### src/hdl/lmls_pkg.sv
// Shared types, constants and helpers for the lift, move and lower sequencer.
// Used by every module of the block; depends on nothing else.
`timescale 1ns / 1ps

package lmls_pkg;

  localparam int unsigned POS_BITS     = 24;
  localparam int unsigned TIME_BITS    = 32;
  localparam int unsigned REG_BITS     = 16;
  localparam int unsigned DIFF_BITS    = 16;
  localparam int unsigned CFG_IDX_BITS = 3;

  localparam int unsigned IN_FIELD_BITS  = TIME_BITS + 9 * POS_BITS;
  localparam int unsigned IN_TDATA_BITS  = ((IN_FIELD_BITS + 7) / 8) * 8;
  localparam int unsigned OUT_FIELD_BITS = 3 * POS_BITS + 2 + 3 + 1;
  localparam int unsigned OUT_TDATA_BITS = ((OUT_FIELD_BITS + 7) / 8) * 8;

  typedef logic signed [POS_BITS-1:0] pos_t;

  typedef enum logic {
    CMD_TICK = 1'b0,
    CMD_SET  = 1'b1
  } cmd_e;

  typedef enum logic [1:0] {
    TORQUE_NONE = 2'd0,
    TORQUE_OFF  = 2'd1,
    TORQUE_ON   = 2'd2
  } torque_e;

  typedef enum logic [4:0] {
    PH_IDLE  = 5'b00001,
    PH_LIFT  = 5'b00010,
    PH_MOVE  = 5'b00100,
    PH_LOWER = 5'b01000,
    PH_FIT   = 5'b10000
  } phase_e;

  localparam logic [2:0] PHASE_CODE_IDLE  = 3'd0;
  localparam logic [2:0] PHASE_CODE_LIFT  = 3'd1;
  localparam logic [2:0] PHASE_CODE_MOVE  = 3'd2;
  localparam logic [2:0] PHASE_CODE_LOWER = 3'd3;
  localparam logic [2:0] PHASE_CODE_FIT   = 3'd4;

  localparam logic [CFG_IDX_BITS-1:0] REG_PERIOD     = 3'd0;
  localparam logic [CFG_IDX_BITS-1:0] REG_RAISE_H    = 3'd1;
  localparam logic [CFG_IDX_BITS-1:0] REG_RAISE_THR  = 3'd2;
  localparam logic [CFG_IDX_BITS-1:0] REG_MOVE_THR   = 3'd3;
  localparam logic [CFG_IDX_BITS-1:0] REG_SETTLE_THR = 3'd4;

  localparam logic [REG_BITS-1:0]   PERIOD_RST     = 16'd100;
  localparam logic [REG_BITS-1:0]   RAISE_H_RST    = 16'd1000;
  localparam logic [REG_BITS-1:0]   RAISE_THR_RST  = 16'd500;
  localparam logic [2*REG_BITS-1:0] MOVE_SQ_RST    = 32'd250000;
  localparam logic [REG_BITS-1:0]   SETTLE_THR_RST = 16'd200;

  typedef struct packed {
    logic [REG_BITS-1:0]   period;
    logic [REG_BITS-1:0]   raise_h;
    logic [REG_BITS-1:0]   raise_thr;
    logic [2*REG_BITS-1:0] move_sq;
    logic [REG_BITS-1:0]   settle_thr;
  } cfg_t;

  typedef struct packed {
    cmd_e                 cmd;
    logic [TIME_BITS-1:0] now;
    pos_t                 meas_z;
    pos_t                 cmd_x;
    pos_t                 cmd_y;
    pos_t                 cmd_z;
    pos_t                 goal_x;
    pos_t                 goal_y;
    pos_t                 goal_z;
    logic [DIFF_BITS-1:0] dx_abs;
    logic [DIFF_BITS-1:0] dy_abs;
    logic                 near;
  } item_t;

  typedef struct packed {
    logic       tgt_valid;
    pos_t       tgt_x;
    pos_t       tgt_y;
    pos_t       tgt_z;
    torque_e    torque;
    logic [2:0] phase;
    logic       busy;
  } res_t;

  function automatic logic [2:0] phase_code(phase_e p);
    logic [2:0] code;
    unique case (p)
      PH_IDLE:  code = PHASE_CODE_IDLE;
      PH_LIFT:  code = PHASE_CODE_LIFT;
      PH_MOVE:  code = PHASE_CODE_MOVE;
      PH_LOWER: code = PHASE_CODE_LOWER;
      PH_FIT:   code = PHASE_CODE_FIT;
      default:  code = PHASE_CODE_IDLE;
    endcase
    return code;
  endfunction

endpackage

### src/hdl/lmls_cfg.sv
// Configuration registers of the sequencer, with the squared move threshold
// kept precomputed. Depends on lmls_pkg.
`timescale 1ns / 1ps

module lmls_cfg (
  input  logic                               clk_i,
  input  logic                               rst_ni,
  input  logic                               cfg_we_i,
  input  logic [lmls_pkg::CFG_IDX_BITS-1:0]  cfg_idx_i,
  input  logic [lmls_pkg::REG_BITS-1:0]      cfg_data_i,
  output lmls_pkg::cfg_t                     cfg_o
);
  import lmls_pkg::*;

  cfg_t                  cfg_d, cfg_q;
  logic [2*REG_BITS-1:0] thr_sq;

  assign thr_sq = cfg_data_i * cfg_data_i;

  always_comb begin
    cfg_d = cfg_q;
    if (cfg_we_i) begin
      unique case (cfg_idx_i)
        REG_PERIOD:     cfg_d.period     = cfg_data_i;
        REG_RAISE_H:    cfg_d.raise_h    = cfg_data_i;
        REG_RAISE_THR:  cfg_d.raise_thr  = cfg_data_i;
        REG_MOVE_THR:   cfg_d.move_sq    = thr_sq;
        REG_SETTLE_THR: cfg_d.settle_thr = cfg_data_i;
        default: ;
      endcase
    end
  end

  always_ff @(posedge clk_i or negedge rst_ni) begin
    if (!rst_ni) begin
      cfg_q.period     <= PERIOD_RST;
      cfg_q.raise_h    <= RAISE_H_RST;
      cfg_q.raise_thr  <= RAISE_THR_RST;
      cfg_q.move_sq    <= MOVE_SQ_RST;
      cfg_q.settle_thr <= SETTLE_THR_RST;
    end else begin
      cfg_q <= cfg_d;
    end
  end

  assign cfg_o = cfg_q;

endmodule

### src/hdl/lmls_in_stage.sv
// Input register: unpacks a request and precomputes the planar offsets.
// Depends on lmls_pkg.
`timescale 1ns / 1ps

module lmls_in_stage (
  input  logic                                clk_i,
  input  logic                                rst_ni,
  input  logic                                s_valid_i,
  input  logic [lmls_pkg::IN_TDATA_BITS-1:0]  s_data_i,
  input  logic                                s_user_i,
  input  logic                                adv_i,
  output logic                                s_ready_o,
  output logic                                valid_o,
  output lmls_pkg::item_t                     item_o
);
  import lmls_pkg::*;

  pos_t                  fld [9];
  logic signed [POS_BITS:0] dx, dy;
  logic [POS_BITS:0]     dx_abs, dy_abs;
  item_t                 item_d, item_q;
  logic                  valid_d, valid_q;
  logic                  fire;

  // Field order after now_ms: meas x/y/z, cmd x/y/z, goal x/y/z
  always_comb begin
    for (int k = 0; k < 9; k++) begin
      fld[k] = s_data_i[TIME_BITS + k * POS_BITS +: POS_BITS];
    end
  end

  assign dx     = {fld[0][POS_BITS-1], fld[0]} - {fld[3][POS_BITS-1], fld[3]};
  assign dy     = {fld[1][POS_BITS-1], fld[1]} - {fld[4][POS_BITS-1], fld[4]};
  assign dx_abs = dx[POS_BITS] ? -dx : dx;
  assign dy_abs = dy[POS_BITS] ? -dy : dy;

  always_comb begin
    item_d.cmd    = cmd_e'(s_user_i);
    item_d.now    = s_data_i[TIME_BITS-1:0];
    item_d.meas_z = fld[2];
    item_d.cmd_x  = fld[3];
    item_d.cmd_y  = fld[4];
    item_d.cmd_z  = fld[5];
    item_d.goal_x = fld[6];
    item_d.goal_y = fld[7];
    item_d.goal_z = fld[8];
    item_d.dx_abs = dx_abs[DIFF_BITS-1:0];
    item_d.dy_abs = dy_abs[DIFF_BITS-1:0];
    // squares are only taken when both offsets fit the register width
    item_d.near   = (dx_abs[POS_BITS:DIFF_BITS] == '0) &&
                    (dy_abs[POS_BITS:DIFF_BITS] == '0);
  end

  assign s_ready_o = !valid_q || adv_i;
  assign fire      = s_valid_i && s_ready_o;
  assign valid_d   = fire || (valid_q && !adv_i);

  always_ff @(posedge clk_i or negedge rst_ni) begin
    if (!rst_ni) begin
      valid_q <= 1'b0;
    end else begin
      valid_q <= valid_d;
    end
  end

  always_ff @(posedge clk_i) begin
    if (fire) begin
      item_q <= item_d;
    end
  end

  assign valid_o = valid_q;
  assign item_o  = item_q;

endmodule

### src/hdl/lmls_core.sv
// Phase machine and sequence state: evaluates one registered request per cycle
// and forms its result; state updates only while adv_i is high. Depends on lmls_pkg.
`timescale 1ns / 1ps

module lmls_core (
  input  logic             clk_i,
  input  logic             rst_ni,
  input  lmls_pkg::cfg_t   cfg_i,
  input  lmls_pkg::item_t  item_i,
  input  logic             adv_i,
  output lmls_pkg::res_t   res_o
);
  import lmls_pkg::*;

  phase_e               phase_d, phase_q;
  logic                 armed_d, armed_q;
  pos_t                 goal_x_d, goal_x_q;
  pos_t                 goal_y_d, goal_y_q;
  pos_t                 goal_z_d, goal_z_q;
  pos_t                 start_z_d, start_z_q;
  pos_t                 last_z_d, last_z_q;
  logic [TIME_BITS-1:0] last_time_d, last_time_q;

  logic [TIME_BITS-1:0]   elapsed;
  logic                   due;
  logic [POS_BITS:0]      raise_sum;
  pos_t                   raise_z;
  logic [POS_BITS:0]      rise;
  logic                   lifted;
  logic [POS_BITS:0]      dz, dz_abs;
  logic                   settled;
  logic [2*DIFF_BITS-1:0] sq_x, sq_y;
  logic [2*DIFF_BITS:0]   dist_sq;
  logic                   arrived;
  res_t                   res;

  assign elapsed = item_i.now - last_time_q;
  assign due     = elapsed >= TIME_BITS'(cfg_i.period);

  // the lift offset is never negative, so only the upper bound can be crossed
  assign raise_sum = {item_i.cmd_z[POS_BITS-1], item_i.cmd_z} +
                     (POS_BITS + 1)'(cfg_i.raise_h);
  assign raise_z   = (raise_sum[POS_BITS] != raise_sum[POS_BITS-1]) ?
                     {1'b0, {(POS_BITS - 1){1'b1}}} : raise_sum[POS_BITS-1:0];

  assign rise   = {item_i.meas_z[POS_BITS-1], item_i.meas_z} -
                  {start_z_q[POS_BITS-1], start_z_q};
  assign lifted = !rise[POS_BITS] &&
                  (rise[POS_BITS-1:0] > POS_BITS'(cfg_i.raise_thr));

  assign dz      = {item_i.meas_z[POS_BITS-1], item_i.meas_z} -
                   {last_z_q[POS_BITS-1], last_z_q};
  assign dz_abs  = dz[POS_BITS] ? -dz : dz;
  assign settled = dz_abs < (POS_BITS + 1)'(cfg_i.settle_thr);

  assign sq_x    = item_i.dx_abs * item_i.dx_abs;
  assign sq_y    = item_i.dy_abs * item_i.dy_abs;
  assign dist_sq = (2 * DIFF_BITS + 1)'(sq_x) + (2 * DIFF_BITS + 1)'(sq_y);
  assign arrived = item_i.near && (dist_sq < (2 * DIFF_BITS + 1)'(cfg_i.move_sq));

  always_comb begin
    phase_d     = phase_q;
    armed_d     = armed_q;
    goal_x_d    = goal_x_q;
    goal_y_d    = goal_y_q;
    goal_z_d    = goal_z_q;
    start_z_d   = start_z_q;
    last_z_d    = last_z_q;
    last_time_d = last_time_q;
    res         = '0;
    res.torque  = TORQUE_NONE;

    if (item_i.cmd == CMD_SET) begin
      goal_x_d = item_i.goal_x;
      goal_y_d = item_i.goal_y;
      goal_z_d = item_i.goal_z;
      armed_d  = 1'b1;
      phase_d  = PH_IDLE;
    end else if (due) begin
      unique case (phase_q)
        PH_IDLE: begin
          if (armed_q) begin
            res.tgt_valid = 1'b1;
            res.tgt_x     = item_i.cmd_x;
            res.tgt_y     = item_i.cmd_y;
            res.tgt_z     = raise_z;
            start_z_d     = item_i.meas_z;
            phase_d       = PH_LIFT;
          end
        end
        PH_LIFT: begin
          if (lifted) begin
            res.tgt_valid = 1'b1;
            res.tgt_x     = goal_x_q;
            res.tgt_y     = goal_y_q;
            res.tgt_z     = item_i.cmd_z;
            phase_d       = PH_MOVE;
          end
        end
        PH_MOVE: begin
          if (arrived) begin
            res.tgt_valid = 1'b1;
            res.tgt_x     = goal_x_q;
            res.tgt_y     = goal_y_q;
            res.tgt_z     = goal_z_q;
            phase_d       = PH_LOWER;
          end
        end
        PH_LOWER: begin
          if (settled) begin
            res.torque = TORQUE_OFF;
            phase_d    = PH_FIT;
          end
        end
        PH_FIT: begin
          if (settled) begin
            res.torque = TORQUE_ON;
            phase_d    = PH_IDLE;
            armed_d    = 1'b0;
          end
        end
        default: ;
      endcase
      last_z_d    = item_i.meas_z;
      last_time_d = item_i.now;
    end

    res.phase = phase_code(phase_d);
    res.busy  = armed_d;
  end

  always_ff @(posedge clk_i or negedge rst_ni) begin
    if (!rst_ni) begin
      phase_q     <= PH_IDLE;
      armed_q     <= 1'b0;
      goal_x_q    <= '0;
      goal_y_q    <= '0;
      goal_z_q    <= '0;
      start_z_q   <= '0;
      last_z_q    <= '0;
      last_time_q <= '0;
    end else if (adv_i) begin
      phase_q     <= phase_d;
      armed_q     <= armed_d;
      goal_x_q    <= goal_x_d;
      goal_y_q    <= goal_y_d;
      goal_z_q    <= goal_z_d;
      start_z_q   <= start_z_d;
      last_z_q    <= last_z_d;
      last_time_q <= last_time_d;
    end
  end

  assign res_o = res;

endmodule

### src/hdl/lift_move_lower_sequencer_unit.sv
// Lift, move and lower sequencer, top level: stream ports, configuration
// registers, input register, phase core and result register.
// Depends on lmls_pkg, lmls_cfg, lmls_in_stage and lmls_core.
//
// Usage:
//   Requests enter on s_axis: tuser is the command (0 tick, 1 set goal), tdata
//   holds now_ms, meas x/y/z, cmd x/y/z and goal x/y/z. Every request gives
//   exactly one result on m_axis: tuser is the new-target flag, tdata holds
//   target x/y/z, torque order, phase and busy flag.
//   From acceptance to m_axis_tvalid a request passes the input register, then
//   the phase logic into the result register. Throughput is one request per
//   cycle while the receiver takes results; the longest path is the squared
//   planar distance (two 16x16 products, an add and a compare).
//   Reset loads the register defaults, returns the phase machine to idle
//   with the sequence disarmed and empties both registers.
//   When the receiver stalls, the result register holds, the input register
//   takes one more request, and s_axis_tready then drops until the result
//   is taken.
//   Write configuration through cfg_we_i/cfg_idx_i/cfg_data_i only while no
//   request is in flight; indexes beyond the register list are ignored.
`timescale 1ns / 1ps

module lift_move_lower_sequencer_unit (
  input  logic                                 clk_i,
  input  logic                                 rst_ni,
  // s_axis_tdata, low bit up: now_ms, meas_x, meas_y, meas_z, cmd_x, cmd_y,
  // cmd_z, goal_x, goal_y, goal_z
  input  logic                                 s_axis_tvalid,
  output logic                                 s_axis_tready,
  input  logic [lmls_pkg::IN_TDATA_BITS-1:0]   s_axis_tdata,
  input  logic                                 s_axis_tuser,   // cmd
  // m_axis_tdata, low bit up: target_x, target_y, target_z, torque_order,
  // phase_now, busy_res, zero fill
  output logic                                 m_axis_tvalid,
  input  logic                                 m_axis_tready,
  output logic [lmls_pkg::OUT_TDATA_BITS-1:0]  m_axis_tdata,
  output logic                                 m_axis_tuser,   // new_target_valid
  input  logic                                 cfg_we_i,
  input  logic [lmls_pkg::CFG_IDX_BITS-1:0]    cfg_idx_i,
  input  logic [lmls_pkg::REG_BITS-1:0]        cfg_data_i
);
  import lmls_pkg::*;

  cfg_t  cfg;
  item_t item;
  res_t  res;
  res_t  res_q;
  logic  s1_valid;
  logic  adv;
  logic  out_valid_d, out_valid_q;

  lmls_cfg u_cfg (
    .clk_i      (clk_i),
    .rst_ni     (rst_ni),
    .cfg_we_i   (cfg_we_i),
    .cfg_idx_i  (cfg_idx_i),
    .cfg_data_i (cfg_data_i),
    .cfg_o      (cfg)
  );

  lmls_in_stage u_in_stage (
    .clk_i     (clk_i),
    .rst_ni    (rst_ni),
    .s_valid_i (s_axis_tvalid),
    .s_data_i  (s_axis_tdata),
    .s_user_i  (s_axis_tuser),
    .adv_i     (adv),
    .s_ready_o (s_axis_tready),
    .valid_o   (s1_valid),
    .item_o    (item)
  );

  lmls_core u_core (
    .clk_i  (clk_i),
    .rst_ni (rst_ni),
    .cfg_i  (cfg),
    .item_i (item),
    .adv_i  (adv),
    .res_o  (res)
  );

  // advance when the input register holds a request and the result register is empty or being drained
  assign adv         = s1_valid && (!out_valid_q || m_axis_tready);
  assign out_valid_d = adv || (out_valid_q && !m_axis_tready);

  always_ff @(posedge clk_i or negedge rst_ni) begin
    if (!rst_ni) begin
      out_valid_q <= 1'b0;
    end else begin
      out_valid_q <= out_valid_d;
    end
  end

  always_ff @(posedge clk_i) begin
    if (adv) begin
      res_q <= res;
    end
  end

  assign m_axis_tvalid = out_valid_q;
  assign m_axis_tuser  = res_q.tgt_valid;
  assign m_axis_tdata  = OUT_TDATA_BITS'({res_q.busy, res_q.phase, res_q.torque,
                                          res_q.tgt_z, res_q.tgt_y, res_q.tgt_x});

  a_idle_when_free : assert property (@(posedge clk_i) disable iff (!rst_ni)
    out_valid_q && !res_q.busy |-> res_q.phase == PHASE_CODE_IDLE)
    else $error("sequence disarmed outside the idle phase");

  a_target_phase : assert property (@(posedge clk_i) disable iff (!rst_ni)
    out_valid_q && res_q.tgt_valid |->
      (res_q.phase == PHASE_CODE_LIFT) || (res_q.phase == PHASE_CODE_MOVE) ||
      (res_q.phase == PHASE_CODE_LOWER))
    else $error("target issued with an unexpected next phase");

  a_torque_alone : assert property (@(posedge clk_i) disable iff (!rst_ni)
    out_valid_q && (res_q.torque != TORQUE_NONE) |-> !res_q.tgt_valid)
    else $error("torque order and new target in one result");

  a_stage_hold : assert property (@(posedge clk_i) disable iff (!rst_ni)
    s1_valid && !adv |=> s1_valid)
    else $error("request dropped from the input register");

endmodule

### config.mk
export PLATFORM = sky130hd
export DESIGN_NAME = lift_move_lower_sequencer_unit
export DESIGN_NICKNAME = d
export VERILOG_FILES = /design/src/hdl/lmls_pkg.sv /design/src/hdl/lmls_cfg.sv /design/src/hdl/lmls_in_stage.sv /design/src/hdl/lmls_core.sv /design/src/hdl/lift_move_lower_sequencer_unit.sv
export SDC_FILE = /design/constraint.sdc
export NUM_CORES = 2
export LEC_CHECK = 0
export BUFFER_PORTS_ARGS = -buffer_cell sky130_fd_sc_hd__buf_2
export CAP_MARGIN = 15
export CELL_PAD_IN_SITES_DETAIL_PLACEMENT = 2
export CELL_PAD_IN_SITES_GLOBAL_PLACEMENT = 2
export CORE_ASPECT_RATIO = 1.4
export CORE_MARGIN = 1
export CORE_UTILIZATION = 35
export DETAILED_ROUTE_END_ITERATION = 8
export PLACE_DENSITY = 0.77
export RECOVER_POWER = 50
export SYNTH_ARGS = -nofsm -noshare
export SYNTH_HDL_FRONTEND = slang
export SYNTH_SLANG_ARGS = --single-unit
### constraint.sdc
create_clock -name clk_i -period 13.7 [get_ports clk_i]
set_clock_uncertainty 0.05 [all_clocks]
set_input_delay 2.74 -clock clk_i [delete_from_list [all_inputs] [get_ports clk_i]]
set_output_delay 2.74 -clock clk_i [all_outputs]
set_load 0.05 [all_outputs]
# Yosys cells after proc, flatten, opt, wreduce, memory -nomap -nowiden
# Cells that the tools add are included.
# op_classes
n_addsub	10
multipliers	3
div	0
magnitude_cmp	4
n_eq_ne	14
shift	0
muxes	24
bitwise	2
reduce_logical	28
# op_table
op	count
$mux W73	3
$pmux W73 S3	1
$sub A24 B24 Y25	4
$mul A16 B16 Y32	3
$mux W25	3
$neg A25 Y25	3
$mux W5	7
$add A32 B32 Y33	1
$lt A33 B32 Y1	1
$ge A32 B16 Y1	1
$sub A32 B32 Y32	1
$add A24 B17 Y25	1
$lt A25 B16 Y1	1
$pmux W5 S5	1
$gt A24 B16 Y1	1
$mux W24	1
$logic_not A9 Y1	2
$pmux W3 S4	1
$reduce_and A2 Y1	6
$eq A5 B2 Y1 const B	2
$eq A5 B3 Y1 const B	2
$eq A5 B4 Y1 const B	2
$eq A5 B5 Y1 const B	2
$logic_and A1 B1 Y1	7
other kinds (15)	28
# totals
reg_bits	569
latch_bits	0
ram_bits	0
rom_bits	0
input_bits	273
elab_cells	119
mem_count	0

# Logic depth before layout (Yosys ltp)
# logic_depth
word_depth	10
mapped_depth	44
mapped_depth_nobuf	39

# Cells and area by module
# A second synthesis with hierarchy kept.
# unflattened
cells_unflattened	5578
hier_area_um2	55604.6
# by_module_without_submodules
module	n_inst	cells_each	area_each_um2	seq_area_each_um2
lmls_core	1	3400	30337.8	3955.0
lmls_in_stage	1	961	11751.3	7051.8
lmls_cfg	1	1131	11080.6	2408.6
lift_move_lower_sequencer_unit	1	86	2434.8	2397.3

# Least setup slack after synthesis
# No wires, ideal clock.
# synth_timing
kind	reg2reg
from	register u_in_stage.item_q (netlist bit u_in_stage.item_o[21])
to	register res_q (netlist bit m_axis_tdata[74]), data pin
arrival_ns	9.172
t_required_ns	13.379
slack_ns	4.208
stages_incl_launch_ff	38
path_buffers	2
cell_sequence	edfxtp_1 > clkbuf_1 > nand2_1 > fa_1 > inv_1 > fa_1 > fa_1 > inv_1 > fa_1 > inv_1 > fa_1 > fa_1 > fa_1 > fa_1 > ha_1 > and4_1 > nor2b_1 > a211oi_1 > [... 2 more ...] > a41o_1 > o31ai_2 > o21bai_1 > a21oi_1 > xnor2_1 > ha_1 > a211o_1 > nor3_1 > o21ai_0 > a21oi_1 > o31ai_1 > nand2b_1 > and3b_1 > clkbuf_1 > mux2i_1 > a21oi_1 > xor2_1 > nor4_1
# synth_lines
item	line	text
start: declaration	lmls_in_stage.sv:21	item_t item_d, item_q;
start signal: assignment	lmls_in_stage.sv:68	item_q <= item_d;
end signal: assignment	lift_move_lower_sequencer_unit.sv:96	res_q <= res;
end: declaration	lift_move_lower_sequencer_unit.sv:47	res_t res_q;

# Worst setup path after layout
# layout_timing
from	register u_in_stage.item_q (netlist bit u_in_stage.item_o[2])
to	register res_q (netlist bit m_axis_tdata[33]), data pin
# layout_between
elab_chain_len	6
# layout_rtl
item	line	text
$mul A16 B16 Y32	lmls_core.sv:57	assign sq_y = item_i.dy_abs * item_i.dy_abs;
$add A32 B32 Y33	lmls_core.sv:58	assign dist_sq = (2 * DIFF_BITS + 1)'(sq_x) + (2 * DIFF_BITS + 1)'(sq_y);
$lt A33 B32 Y1	lmls_core.sv:59	assign arrived = item_i.near && (dist_sq < (2 * DIFF_BITS + 1)'(cfg_i.move_sq));
$logic_and A1 B1 Y1	lmls_core.sv:59	
$mux W73	lmls_core.sv:101	if (arrived) begin
$pmux W73 S3	lmls_core.sv:80	unique case (phase_q)
# No other way between the ends.
# A chain may end at the register's enable or synchronous reset.

==> results.sh <==
export IMPL_postRouteWirelength_mm=173
export IMPL_endpoint_kind="flop"
export IMPL_ys_seq_area_share_pct=29.6
export IMPL_dieArea_mm2=0.154
export IMPL_critical_path_max_stage_delay_ns=0.74
export IMPL_final_area_mm2=0.0595
export IMPL_path_max_fanout=33
export IMPL_synth_area_top_cells="fa_1 21%, edfxtp_1 18%, ha_1 12%"
export IMPL_grt_pass1_wl_mm=272
export IMPL_timing_final_crit_share_pct=87.6
export IMPL_crit_path_start_kind="flop"
export IMPL_cts_resized=0
export IMPL_pre_cts_ws_ns=1.84
export IMPL_met2_usage_pct=43.6
export IMPL_synth_top_area_share_pct=20.9
export IMPL_hold_violations=0
export IMPL_grt_busiest_layer="met2"
export IMPL_rr_worst_depth=38
export IMPL_reg2reg_to="m_axis_tdata[33]$_SDFFCE_PP0P_"
export IMPL_insertion_delay_ns=0.70
export IMPL_maxCapViolCount=7
export IMPL_clock_fmax_ghz=0.0833
export IMPL_met1_usage_pct=25.1
export IMPL_yosysTopAreaCell="fa_1"
export IMPL_dpl_cell_count=7547
export IMPL_ant_nets=0
export IMPL_hpwl_mm=138
export IMPL_outcome="finished, violations left"
export IMPL_crit_end="m_axis_tdata[33]$_SDFFCE_PP0P_"
export IMPL_yosys_register_bits=568
export IMPL_hold_path_class="flop to flop"
export IMPL_vias=40200
export IMPL_cts_root_buffer="clkbuf_16"
export IMPL_cts_hold_buffers_added=0
export IMPL_clock_sinks=568
export IMPL_fin_crit_ns=12.00
export IMPL_ioPinCount=356
export IMPL_gr_total_overflow=0
export IMPL_startpoint="u_in_stage.item_o[2]$_DFFE_PP_"
export IMPL_synth_cell_types=107
export IMPL_die_h_um=464
export IMPL_synthCells=5372
export IMPL_start_util_pct=35.3
export IMPL_first_iter_violations=1461
export IMPL_layout_area_overhead_vs_synth_pct=11.4
export IMPL_async_flop_share_pct=44.9
export IMPL_h_tree_depth=3
export IMPL_rsz0062_at_grt="no"
export IMPL_drive_above_1_share_pct=10.7
export IMPL_synth_top_flop_cell="edfxtp_1"
export IMPL_slew_headroom_pct=-256
export IMPL_antenna_found_initial=18
export IMPL_post_cts_buffers=0
export IMPL_routedWlPerCell_um=22.6
export IMPL_grtUsageMet3_pct=2.93
export IMPL_nets=7003
export IMPL_dpl_instance_area_mm2=0.0572
export IMPL_tritoncts="built"
export IMPL_grtUsageTotal_pct=22.6
export IMPL_r2r_start="u_in_stage.item_o[2]$_DFFE_PP_"
export IMPL_grt_max_degree=110
export IMPL_die_x_um=332
export IMPL_core_mm2=0.151
export IMPL_row_count=169
export IMPL_slew_violations=418
export IMPL_arrival_ns=12.49
export IMPL_finalWorstSetupSlack_ns=1.70
export IMPL_yosysWarnings=0
export IMPL_numCtsBuffers=68
export IMPL_synth_area_mm2=0.0534
export IMPL_final_instance_count_excl_fill=7688
export IMPL_synth_edff_count=313
export IMPL_finalSetupViolCount=0
export IMPL_worst_slew_pin_slew_ns=5.34
export IMPL_tns_ns=0
export IMPL_clk_pin_slew_ns=0.06
export IMPL_gp_congestion=0.838
export IMPL_reg2reg_slack_ns=1.70
export IMPL_io_buffers=353
export IMPL_critical_path_class="flop to flop"
export IMPL_first_global_vias=47300
export IMPL_critical_path_slowest_cell="or2_2"
export IMPL_avgSynthCellArea_um2=9.94
export IMPL_cts_buffer_depth=3
export IMPL_violations="capacitance limit, slew limit"
export IMPL_viasPerCell=5.22
export IMPL_drc=0
export IMPL_detailedRoute_firstPassIterationCount=5
export IMPL_cp_required_ns=14.19
export IMPL_crit_top_cell="fa_1"
worst max-delay path, delay by kind of cell, from the launching register on:
family / cells / cell delay (ns)
DFF: 1 / 0.71
buffers and inverters: 7 / 1.22
adders and majority gates: 10 / 4.62
and+or+nand+nor: 9 / 2.49
xor gates and xnor gates: 1 / 0.16
AOI/OAI and AO/OA: 11 / 2.52
placed cells by master, fill, tap and decap left out, drive strengths merged, types with 102 or more instances in the layout:
cell,Yosys,routed
clkbuf,148,158
nand2,453,453
and2,178,178
inv,1016,1023
a21oi,212,212
edfxtp,313,313
nor2,265,265
fa,557,557
dfrtp,229,229
mux2,102,102
ha,521,521
o21ai,292,292
buf,24,311
xnor2,152,152
state kept, by name, summed over array words and instances, names as in the netlist:
signal / count
m_axis_tuser: 1
u_core.start_z_q: 24
u_core.phase_q: 5
u_in_stage.valid_o: 1
u_core.goal_y_q: 24
u_core.last_z_q: 24
u_in_stage.item_o: 234
m_axis_tvalid: 1
u_core.goal_z_q: 24
m_axis_tdata: 78
u_core.last_time_q: 32
u_core.armed_q: 1
u_cfg.cfg_o: 95
u_core.goal_x_q: 24
area by class of cell:
type | count | area, um2
Timing Repair Buffer | 381 | 1870
Multi-Input combinational cell | 3616 | 33100
Fill cell | 16400 | 91900
Clock buffer | 88 | 1840
Tap cell | 1966 | 2460
Inverter | 1017 | 3820
Antenna cell | 14 | 35.0
Sequential cell | 568 | 15800
Clock inverter | 38 | 534
synthesized netlist by cell type (25+ instances only):
| master | count |
|---|---|
| inv_1 | 1016 |
| fa_1 | 557 |
| ha_1 | 521 |
| nand2_1 | 453 |
| edfxtp_1 | 313 |
| o21ai_0 | 279 |
| nor2_1 | 264 |
| dfrtp_1 | 229 |
| a21oi_1 | 209 |
| and2_1 | 178 |
| xnor2_1 | 152 |
| clkbuf_1 | 148 |
| mux2_2 | 101 |
| a21o_1 | 77 |
| a22oi_1 | 69 |
| xor2_1 | 67 |
| nor3_1 | 62 |
| nand3_1 | 54 |
| o21a_1 | 47 |
| nor2b_1 | 41 |
| nand2b_1 | 34 |
| a211oi_1 | 27 |
| a31oi_1 | 27 |
| dfstp_2 | 26 |
| or2_2 | 26 |
| and3_1 | 25 |
metrics by stage:
step	hold slack (ns)	util [%]
3_3_place_gp	0.407	37.8
6_report	0.418	39.3
3_5_place_dp	0.417	37.8
5_1_grt	0.440	39.3
4_1_cts	0.421	39.3
2_1_floorplan	0.392	-
cells by family after synthesis:
logic type                 count (synthesis)  synth area share, %
buffers and inverters                   1189                 8.48
AOI/OAI and AO/OA                        954                 11.6
other                                      1              0.00702
muxes                                    111                 2.32
xor gates and xnor gates                 219                 3.59
DFF                                      568                 29.6
adders and majority gates               1078                 33.1
and+or+nand+nor                         1252                 11.3
routing by layer:
metal,share of wire [%],up-vias
met5,0.036,-
met4,3.2,10
met3,3.2,264
met2,55,686
met1,39,21000
li1,-,18200
how the worst min path moves through the flow:
stage	depth (start not counted)	startpoint	endpoint	slack, ns
after floorplan	2	u_cfg.cfg_o[16]$_DFFE_PN0P_	u_cfg.cfg_o[16]$_DFFE_PN0P_	0.39
after global placement	1	u_in_stage.item_o[64]$_DFFE_PP_	u_core.goal_y_q[7]$_DFFE_PN0P_	0.41
after detailed placement	1	u_in_stage.item_o[98]$_DFFE_PP_	u_core.goal_x_q[17]$_DFFE_PN0P_	0.42
after CTS	1	u_in_stage.item_o[91]$_DFFE_PP_	u_core.goal_x_q[10]$_DFFE_PN0P_	0.42
after global routing	1	u_in_stage.item_o[45]$_DFFE_PP_	u_core.goal_z_q[12]$_DFFE_PN0P_	0.44
final	1	u_in_stage.item_o[91]$_DFFE_PP_	u_core.goal_x_q[10]$_DFFE_PN0P_	0.42
Power is left out: the tool's default activity adds up to more than one toggle a clock period on the data nets, which glitch-free logic cannot reach.
